## config.mk

```make
export PLATFORM = sky130hd
export DESIGN_NAME = line_tokenizer_tab_expand
export DESIGN_NICKNAME = d
export VERILOG_FILES = /design/src/rtl/ltte_pkg.sv /design/src/rtl/line_tokenizer_tab_expand.sv
export SDC_FILE = /design/constraint.sdc
export NUM_CORES = 1
export LEC_CHECK = 0
export BUFFER_PORTS_ARGS = -buffer_cell sky130_fd_sc_hd__buf_2
export CORE_MARGIN = 10
export CORE_UTILIZATION = 40
export DETAILED_ROUTE_END_ITERATION = 6
export SLEW_MARGIN = 20
export SYNTH_ARGS = -nofsm -noshare
export SYNTH_HDL_FRONTEND = slang
export SYNTH_SLANG_ARGS = --single-unit
```

## constraint.sdc

```tcl
create_clock -name clock -period 5.6 [get_ports clock]
set_clock_uncertainty 0.2 [all_clocks]
set_input_delay 0.84 -clock clock [delete_from_list [all_inputs] [get_ports clock]]
set_output_delay 0.84 -clock clock [all_outputs]
set_load 0.005 [all_outputs]
```

## src/rtl/ltte_pkg.sv

```systemverilog
// Package for the line tokenizer with tab expansion.
// Holds the channel payload types, token kinds, register indexes and reset values.
// No dependencies.
`default_nettype none

package ltte_pkg;

   localparam int OFFSET_W = 12;
   localparam int COUNT_W  = 13;
   localparam int COLUMN_W = 16;

   typedef enum logic [1:0] {
      KIND_WORD  = 2'd0,
      KIND_DELIM = 2'd1,
      KIND_SPACE = 2'd2
   } kind_type;

   typedef enum logic [1:0] {
      REG_SHOW_WS   = 2'd0,
      REG_TAB_SPACE = 2'd1,
      REG_MAP_LOW   = 2'd2,
      REG_MAP_HIGH  = 2'd3
   } reg_index_type;

   localparam logic [15:0] CHAR_TAB   = 16'd9;
   localparam logic [15:0] CHAR_CR    = 16'd13;
   localparam logic [15:0] CHAR_SPACE = 16'd32;

   localparam logic [4:0]  TAB_SPACING_RESET = 5'd4;
   localparam logic [4:0]  TAB_SPACING_MAX   = 5'd16;
   localparam logic [63:0] MAP_LOW_RESET     = 64'hFC00_FFE3_0000_2600;
   localparam logic [63:0] MAP_HIGH_RESET    = 64'h3800_0000_7800_0001;

   typedef struct packed {
      logic [15:0] char_code;
      logic        last_char;
   } req_type;

   typedef struct packed {
      logic [1:0]          token_kind;
      logic [OFFSET_W-1:0] start_offset;
      logic [COLUMN_W-1:0] start_column;
      logic [COUNT_W-1:0]  char_count;
      logic [COLUMN_W-1:0] display_width;
      logic                line_done;
   } rsp_type;

endpackage

`default_nettype wire

```

## src/rtl/line_tokenizer_tab_expand.sv

```systemverilog
// Line tokenizer with tab expansion: splits a character stream into word,
// delimiter and whitespace tokens with offsets, columns and display widths.
// Depends on ltte_pkg.
`default_nettype none

//  Channel   Direction  Handshake           Contents
//  req_      in         valid / stall       one character and a last-of-line flag
//  rsp_      out        valid / stall       one finished token
//  csr_      in/out     APB-style, 64 bits  show_whitespace, tab_spacing, delimiter maps
//
//  A character is taken into an input register and classified from there; once the
//  queue has room, this updates the token state and writes up to two tokens into a
//  four-entry result queue. One character per cycle is sustained while tokens are drained;
//  a character that ends a token on the last position of a line yields two tokens,
//  which leave the result channel one after the other. The input register holds its
//  character while the queue has fewer than two free entries. Reset is synchronous
//  and clears the line state, the queue and the registers to their reset values.

module line_tokenizer_tab_expand
   import ltte_pkg::*;
#(
   parameter int LINE_MAX    = 4096,
   parameter int COLUMN_BITS = 16
) (
   input  wire logic        clock,
   input  wire logic        reset,
   input  wire logic        req_valid,
   output logic             req_stall,
   input  wire req_type     req_payload,
   output logic             rsp_valid,
   input  wire logic        rsp_stall,
   output rsp_type          rsp_payload,
   input  wire logic        csr_psel,
   input  wire logic        csr_penable,
   input  wire logic        csr_pwrite,
   input  wire logic [4:0]  csr_paddr,
   input  wire logic [63:0] csr_pwdata,
   output logic [63:0]      csr_prdata,
   output logic             csr_pready
);

   localparam int IDX_W = $clog2(LINE_MAX);
   localparam int CNT_W = IDX_W + 1;
   localparam int QUEUE_DEPTH = 4;
   localparam int QPTR_W = $clog2(QUEUE_DEPTH);
   localparam int QCNT_W = QPTR_W + 1;
   localparam logic [IDX_W-1:0]       IDX_LAST = IDX_W'(LINE_MAX - 1);
   localparam logic [CNT_W-1:0]       CNT_MAX  = CNT_W'(LINE_MAX);
   localparam logic [COLUMN_BITS-1:0] COL_MAX  = {COLUMN_BITS{1'b1}};
   localparam logic [COLUMN_W-1:0]    SAT_MAX  = {COLUMN_W{1'b1}};

   // Configuration registers.
   logic        show_ws_ff;
   logic [4:0]  tab_spacing_ff;
   logic [63:0] map_low_ff;
   logic [63:0] map_high_ff;

   // Input register.
   logic    in_vld_ff, in_vld_in;
   req_type in_ff;

   // Line and token state.
   logic                   token_open_ff, token_open_in;
   logic                   open_closed_ff, open_closed_in;
   kind_type               open_kind_ff, open_kind_in;
   logic [IDX_W-1:0]       open_offset_ff, open_offset_in;
   logic [COLUMN_BITS-1:0] open_column_ff, open_column_in;
   logic [CNT_W-1:0]       open_count_ff, open_count_in;
   logic [COLUMN_W-1:0]    open_width_ff, open_width_in;
   logic [IDX_W-1:0]       char_index_ff, char_index_in;
   logic [COLUMN_BITS-1:0] column_ff, column_in;
   logic [3:0]             tab_phase_ff, tab_phase_in;

   // Result queue.
   rsp_type           queue_ff [QUEUE_DEPTH];
   logic [QPTR_W-1:0] wr_ptr_ff, wr_ptr_in;
   logic [QPTR_W-1:0] rd_ptr_ff, rd_ptr_in;
   logic [QCNT_W-1:0] qcount_ff, qcount_in;

   logic              accept, process, pop, csr_write;
   logic [127:0]      delim_map;
   logic [15:0]       ch;
   logic              is_space, is_delim, is_tab;
   kind_type          ch_kind;
   logic [4:0]        spacing, phase_ext, phase_inc, adv;
   logic              extend, skip, emit_old, emit_new;
   logic [COLUMN_W:0] width_sum;
   logic [COLUMN_BITS:0] column_sum;
   rsp_type           res_old, res_new, slot0;
   logic [1:0]        push_n;

   function automatic logic [COLUMN_W-1:0] sat_column(input logic [COLUMN_BITS-1:0] v);
      logic [32:0] wide;
      wide = 33'(v);
      return (wide > 33'(SAT_MAX)) ? SAT_MAX : wide[COLUMN_W-1:0];
   endfunction

   function automatic rsp_type make_token(
      input kind_type               kind,
      input logic [IDX_W-1:0]       offset,
      input logic [COLUMN_BITS-1:0] column,
      input logic [CNT_W-1:0]       count,
      input logic [COLUMN_W-1:0]    width,
      input logic                   done
   );
      rsp_type r;
      r.token_kind    = kind;
      r.start_offset  = OFFSET_W'(32'(offset));
      r.start_column  = sat_column(column);
      r.char_count    = COUNT_W'(32'(count));
      r.display_width = width;
      r.line_done     = done;
      return r;
   endfunction

   // Configuration port.
   assign csr_pready = 1'b1;
   assign csr_write  = csr_psel && csr_penable && csr_pwrite;

   always_comb begin
      case (reg_index_type'(csr_paddr[4:3]))
         REG_SHOW_WS:   csr_prdata = {63'd0, show_ws_ff};
         REG_TAB_SPACE: csr_prdata = {59'd0, tab_spacing_ff};
         REG_MAP_LOW:   csr_prdata = map_low_ff;
         REG_MAP_HIGH:  csr_prdata = map_high_ff;
         default:       csr_prdata = 64'd0;
      endcase
   end

   // Handshakes.
   assign process   = in_vld_ff && (qcount_ff <= QCNT_W'(QUEUE_DEPTH - 2));
   assign req_stall = in_vld_ff && !process;
   assign accept    = req_valid && !req_stall;
   assign in_vld_in = accept || (in_vld_ff && !process);
   assign rsp_valid = (qcount_ff != '0);
   assign rsp_payload = queue_ff[rd_ptr_ff];
   assign pop       = rsp_valid && !rsp_stall;

   // Character classification and column advance.
   assign delim_map = {map_high_ff, map_low_ff};
   assign ch        = in_ff.char_code;
   assign is_tab    = (ch == CHAR_TAB);
   assign is_space  = (ch == CHAR_SPACE) || ((ch >= CHAR_TAB) && (ch <= CHAR_CR));
   assign is_delim  = !is_space && (ch[15:7] == 9'd0) && delim_map[ch[6:0]];
   assign ch_kind   = is_space ? KIND_SPACE : (is_delim ? KIND_DELIM : KIND_WORD);

   assign spacing   = (tab_spacing_ff == 5'd0) ? 5'd1 :
                      ((tab_spacing_ff > TAB_SPACING_MAX) ? TAB_SPACING_MAX : tab_spacing_ff);
   assign phase_ext = {1'b0, tab_phase_ff};
   assign phase_inc = phase_ext + 5'd1;
   assign adv       = !is_tab ? 5'd1 :
                      ((phase_ext < spacing) ? (spacing - phase_ext) : spacing);

   assign extend   = token_open_ff && !open_closed_ff && (ch_kind != KIND_DELIM) &&
                     (ch_kind == open_kind_ff);
   assign skip     = !extend && (ch_kind == KIND_SPACE) && !show_ws_ff;
   assign emit_old = !extend && !skip && token_open_ff;

   assign width_sum  = {1'b0, open_width_ff} + (COLUMN_W + 1)'(adv);
   assign column_sum = {1'b0, column_ff} + (COLUMN_BITS + 1)'(adv);

   always_comb begin
      token_open_in  = token_open_ff;
      open_closed_in = open_closed_ff;
      open_kind_in   = open_kind_ff;
      open_offset_in = open_offset_ff;
      open_column_in = open_column_ff;
      open_count_in  = open_count_ff;
      open_width_in  = open_width_ff;
      if (extend) begin
         if (open_count_ff < CNT_MAX) begin
            open_count_in = open_count_ff + CNT_W'(1);
         end
         open_width_in = width_sum[COLUMN_W] ? SAT_MAX : width_sum[COLUMN_W-1:0];
      end else if (skip) begin
         open_closed_in = 1'b1;
      end else begin
         token_open_in  = 1'b1;
         open_closed_in = (ch_kind == KIND_DELIM);
         open_kind_in   = ch_kind;
         open_offset_in = char_index_ff;
         open_column_in = column_ff;
         open_count_in  = CNT_W'(1);
         open_width_in  = COLUMN_W'(adv);
      end
   end

   assign emit_new = in_ff.last_char && token_open_in;
   assign res_old  = make_token(open_kind_ff, open_offset_ff, open_column_ff,
                                open_count_ff, open_width_ff, 1'b0);
   assign res_new  = make_token(open_kind_in, open_offset_in, open_column_in,
                                open_count_in, open_width_in, 1'b1);
   assign slot0    = emit_old ? res_old : res_new;
   assign push_n   = process ? ({1'b0, emit_old} + {1'b0, emit_new}) : 2'd0;

   always_comb begin
      if (is_tab) begin
         tab_phase_in = 4'd0;
      end else begin
         tab_phase_in = (phase_inc >= spacing) ? 4'd0 : phase_inc[3:0];
      end
      column_in     = (column_sum > {1'b0, COL_MAX}) ? COL_MAX : column_sum[COLUMN_BITS-1:0];
      char_index_in = (char_index_ff < IDX_LAST) ? (char_index_ff + IDX_W'(1)) : char_index_ff;
   end

   assign wr_ptr_in = wr_ptr_ff + QPTR_W'(push_n);
   assign rd_ptr_in = rd_ptr_ff + QPTR_W'(pop);
   assign qcount_in = qcount_ff + QCNT_W'(push_n) - QCNT_W'(pop);

   always_ff @(posedge clock) begin
      if (reset) begin
         show_ws_ff     <= 1'b0;
         tab_spacing_ff <= TAB_SPACING_RESET;
         map_low_ff     <= MAP_LOW_RESET;
         map_high_ff    <= MAP_HIGH_RESET;
         in_vld_ff      <= 1'b0;
         token_open_ff  <= 1'b0;
         open_closed_ff <= 1'b0;
         open_kind_ff   <= KIND_WORD;
         open_offset_ff <= '0;
         open_column_ff <= '0;
         open_count_ff  <= '0;
         open_width_ff  <= '0;
         char_index_ff  <= '0;
         column_ff      <= '0;
         tab_phase_ff   <= '0;
         wr_ptr_ff      <= '0;
         rd_ptr_ff      <= '0;
         qcount_ff      <= '0;
      end else begin
         if (csr_write) begin
            case (reg_index_type'(csr_paddr[4:3]))
               REG_SHOW_WS:   show_ws_ff     <= csr_pwdata[0];
               REG_TAB_SPACE: tab_spacing_ff <= csr_pwdata[4:0];
               REG_MAP_LOW:   map_low_ff     <= csr_pwdata;
               REG_MAP_HIGH:  map_high_ff    <= csr_pwdata;
               default:       ;
            endcase
         end
         in_vld_ff <= in_vld_in;
         wr_ptr_ff <= wr_ptr_in;
         rd_ptr_ff <= rd_ptr_in;
         qcount_ff <= qcount_in;
         if (process) begin
            if (in_ff.last_char) begin
               // The line ends here: its state starts over for the next line.
               token_open_ff  <= 1'b0;
               open_closed_ff <= 1'b0;
               open_kind_ff   <= KIND_WORD;
               open_offset_ff <= '0;
               open_column_ff <= '0;
               open_count_ff  <= '0;
               open_width_ff  <= '0;
               char_index_ff  <= '0;
               column_ff      <= '0;
               tab_phase_ff   <= '0;
            end else begin
               token_open_ff  <= token_open_in;
               open_closed_ff <= open_closed_in;
               open_kind_ff   <= open_kind_in;
               open_offset_ff <= open_offset_in;
               open_column_ff <= open_column_in;
               open_count_ff  <= open_count_in;
               open_width_ff  <= open_width_in;
               char_index_ff  <= char_index_in;
               column_ff      <= column_in;
               tab_phase_ff   <= tab_phase_in;
            end
         end
      end
   end

   always_ff @(posedge clock) begin
      if (accept) begin
         in_ff <= req_payload;
      end
      if (push_n != 2'd0) begin
         queue_ff[wr_ptr_ff] <= slot0;
      end
      if (push_n == 2'd2) begin
         queue_ff[wr_ptr_ff + QPTR_W'(1)] <= res_new;
      end
   end

   // The queue never holds more entries than it has.
   assert property (@(posedge clock) disable iff (reset)
      qcount_ff <= QCNT_W'(QUEUE_DEPTH))
      else $error("result queue overflow");

   // An open token always holds at least one character.
   assert property (@(posedge clock) disable iff (reset)
      token_open_ff |-> (open_count_ff != '0))
      else $error("open token with no characters");

   // Finishing a line leaves no token open and the column back at zero.
   assert property (@(posedge clock) disable iff (reset)
      (process && in_ff.last_char) |=> (!token_open_ff && (column_ff == '0)))
      else $error("line state not cleared at end of line");

   // A character is never taken while the register still holds an unprocessed one.
   assert property (@(posedge clock) disable iff (reset)
      (in_vld_ff && !process) |-> !accept)
      else $error("input register overwritten");

endmodule

`default_nettype wire
```

==> impl_metrics.json <==
{
  "die_w_um": 271,
  "fmax_mhz": 188,
  "cts_max_level": 2,
  "outcome": "completed",
  "placed_area_sq_um": 27300,
  "ys_seq_elements": 492,
  "cts_tree": "yes",
  "grt_max_degree": 96,
  "place_hpwl_mm": 51.6,
  "ys_seq_area_frac": 0.491,
  "drive_gt1_frac": 0.214,
  "drv_slew": 0,
  "initial_core_util": 0.406,
  "clkLatencyLatePin_ns": 0.64,
  "syn_nets": 2541,
  "cp-start-kind": "flip-flop",
  "min_period_ns": 5.31,
  "fin_crit_sh": 0.948,
  "netlist_area_sq_um": 25200,
  "cts_buffers": 57,
  "syn_area_per_cell_sq_um": 10.4,
  "rows": 91,
  "clockBufferDepth": 3,
  "tightest_slew_ns": 1.18,
  "antenna_found_initial": 7,
  "rsz0062_at_grt": "false",
  "layout.cells.most_common": "nand2_1",
  "wl_per_cell_um": 23.0,
  "worst-path-max-fanout": 28,
  "fillers": 5711,
  "grt_util_all_layers": 0.208,
  "clk_pin_slew_worst_paths_ns": 0.06,
  "grt_pass1_wl_mm": 122,
  "layout.nets": 2697,
  "r2r_slack_ns": 0.29,
  "hold_viol": 0,
  "remaining_drc_errors": 0,
  "finalSetupViolations": 0,
  "power_density_nw_per_um2": 320,
  "grt_pass1_vias": 20200,
  "synth_area_leaders": "edfxtp_1 30%, dfxtp_1 19%, mux4_2 7.1%",
  "postLayoutCellArea_sq_um": 29200,
  "antenna-diode-count": 0,
  "cts_root_buf": "clkbuf_16",
  "grt.overflow.total": 0,
  "timing.critical_path.required_ns": 5.90,
  "critPathCaptureType": "flip-flop",
  "ir_worst_vdd_uv": 252,
  "path_class": "flip-flop to flip-flop",
  "netlist_instances": 2422,
  "die_y_um": 271,
  "die_area_sq_um": 73500,
  "drt_pass1_iterations": 6,
  "setup_tns_ns": 0,
  "slew_headroom": 0.212,
  "avgViaCountPerCell": 5.92,
  "hold_path.class": "input pin to flip-flop",
  "cp_data_arrival_time_ns": 5.61,
  "yosysTopAreaCellShare": 0.301,
  "vias": 20500,
  "synth_edf_count": 253,
  "async_flop_share": 0,
  "yosysTopAreaCell": "edfxtp_1",
  "drtIter0Drc": 1747,
  "port_buffers": 215,
  "drv_cap": 0,
  "yosysWarnings": 0,
  "synth_cell_types": 98,
  "ys.flop_type": "edfxtp_1",
  "cts.sinks": 492,
  "whs_ns": 0.192,
  "areaGrowthSynthToFinish_pct": 15.8,
  "routed_wl_mm": 79.6,
  "core_area_sq_um": 62100,
  "ant_nets": 0,
  "mostFrequentLayoutCells": "366 x nand2_1, 253 x edfxtp_1, 237 x dfxtp_1",
  "gp_congestion": 0.886,
  "p_leak_nw": 10.3,
  "io_pins": 220
}
## cell type report
cell class | count | area, sq um | share of cell area
sequential | 492 | 12400 | 0.424
clock buffer | 85 | 1660 | 0.0569
inverter | 42 | 161 | 0.00553
timing repair buffer | 300 | 1910 | 0.0654
multi-input combinational | 1685 | 11800 | 0.405
clock inverter | 22 | 220 | 0.00754
tap | 837 | 1050 | 0.0359
## per-stage QoR
step	instances	util	worst slack (ns)	power (W)
2_1_floorplan	2422	-	0.0272	0.00506
3_3_place_gp	3355	0.440	0.289	0.00572
3_5_place_dp	3355	0.440	0.224	0.00574
4_1_cts	3462	0.470	0.205	0.00946
5_1_grt	3463	0.471	0.0184	0.00972
6_report	3463	0.471	0.291	0.00936
## per-layer routing
layer | GRT usage | part of all wire | vias to the layer above
li1 | - | - | 9348
met1 | 0.269 | 0.42 | 10100
met2 | 0.347 | 0.48 | 905
met3 | 0.0411 | 0.078 | 151
met4 | 0.0618 | 0.024 | 10
met5 | 0 | 0.00082 | -
## flip-flops by register name, summed over array words and instances, names as in the netlist, 3 cells and up
name,count
ch,16
char_index_ff,12
column_ff,16
map_high_ff,64
map_low_ff,64
open_column_ff,16
open_count_ff,13
open_offset_ff,12
open_width_ff,16
qcount_ff,3
queue_ff,240
tab_phase_ff,4
tab_spacing_ff,5
## worst paths after layout
kind | from | end | cells past startpoint
worst max-delay path | ch[1]$_DFFE_PP_ | queue_ff[0][52]$_DFFE_PP_ | 15
worst min-delay path | req_payload[10] | ch[9]$_DFFE_PP_ | 1
worst max register to register | ch[1]$_DFFE_PP_ | queue_ff[0][52]$_DFFE_PP_ | 15
worst min register to register | queue_ff[0][0]$_SDFFE_PP1N_ | queue_ff[0][0]$_SDFFE_PP1N_ | 2
## kinds of logic after synthesis
group | Yosys count | share of synthesized area
xor gates and xnor gates | 23 | 0.00799
other | 1 | 0.000149
DFF | 492 | 0.491
AOI/OAI and AO/OA | 659 | 0.183
muxes | 186 | 0.113
buffers and inverters | 245 | 0.0424
and+or+nand+nor | 788 | 0.148
adders and majority gates | 28 | 0.0149
## repair_timing
action                     in CTS  in global routing
buffers inserted                0                  0
hold buffers                    0                  0
setup endpoints to repair       0                 57
gates resized for setup         0                  4
## where the power goes
| part | total [W] | switching (W) | internal (W) |
|---|---|---|---|
| Clock | 0.00372 | 0.00157 | 0.00215 |
| Combinational | 0.00158 | 0.000884 | 0.000691 |
| Sequential | 0.00407 | 0.000165 | 0.00390 |
| Total | 0.00936 | 0.00262 | 0.00674 |
## critical path, stage by stage, from the launching register on
cell	delay, ns
edfxtp_1	0.41
buf_12	0.19
mux4_2	0.52
mux4_2	0.50
mux2i_1	0.22
nor3_1	0.12
o31a_2	0.41
o21ai_1	0.22
inv_2	0.08
ha_1	0.32
o21ai_2	0.12
nor3_1	0.43
buf_4	0.22
nand3_2	0.31
o21ai_4	0.57
a22o_1	0.29
## cell usage after synthesis, drive strengths merged (20+ instances only)
cell type,n
nand2,369
edfxtp,253
dfxtp,239
a21oi,211
nor2,138
a22o,127
clkbuf,126
mux2i,105
o21ai,86
nand3,82
mux4,79
buf,77
nor2b,75
a22oi,45
inv,42
a211oi,32
a31oi,28
and3,22
ha,22
nand4,21
nor3,20
Power figures use the tool's default switching activity.
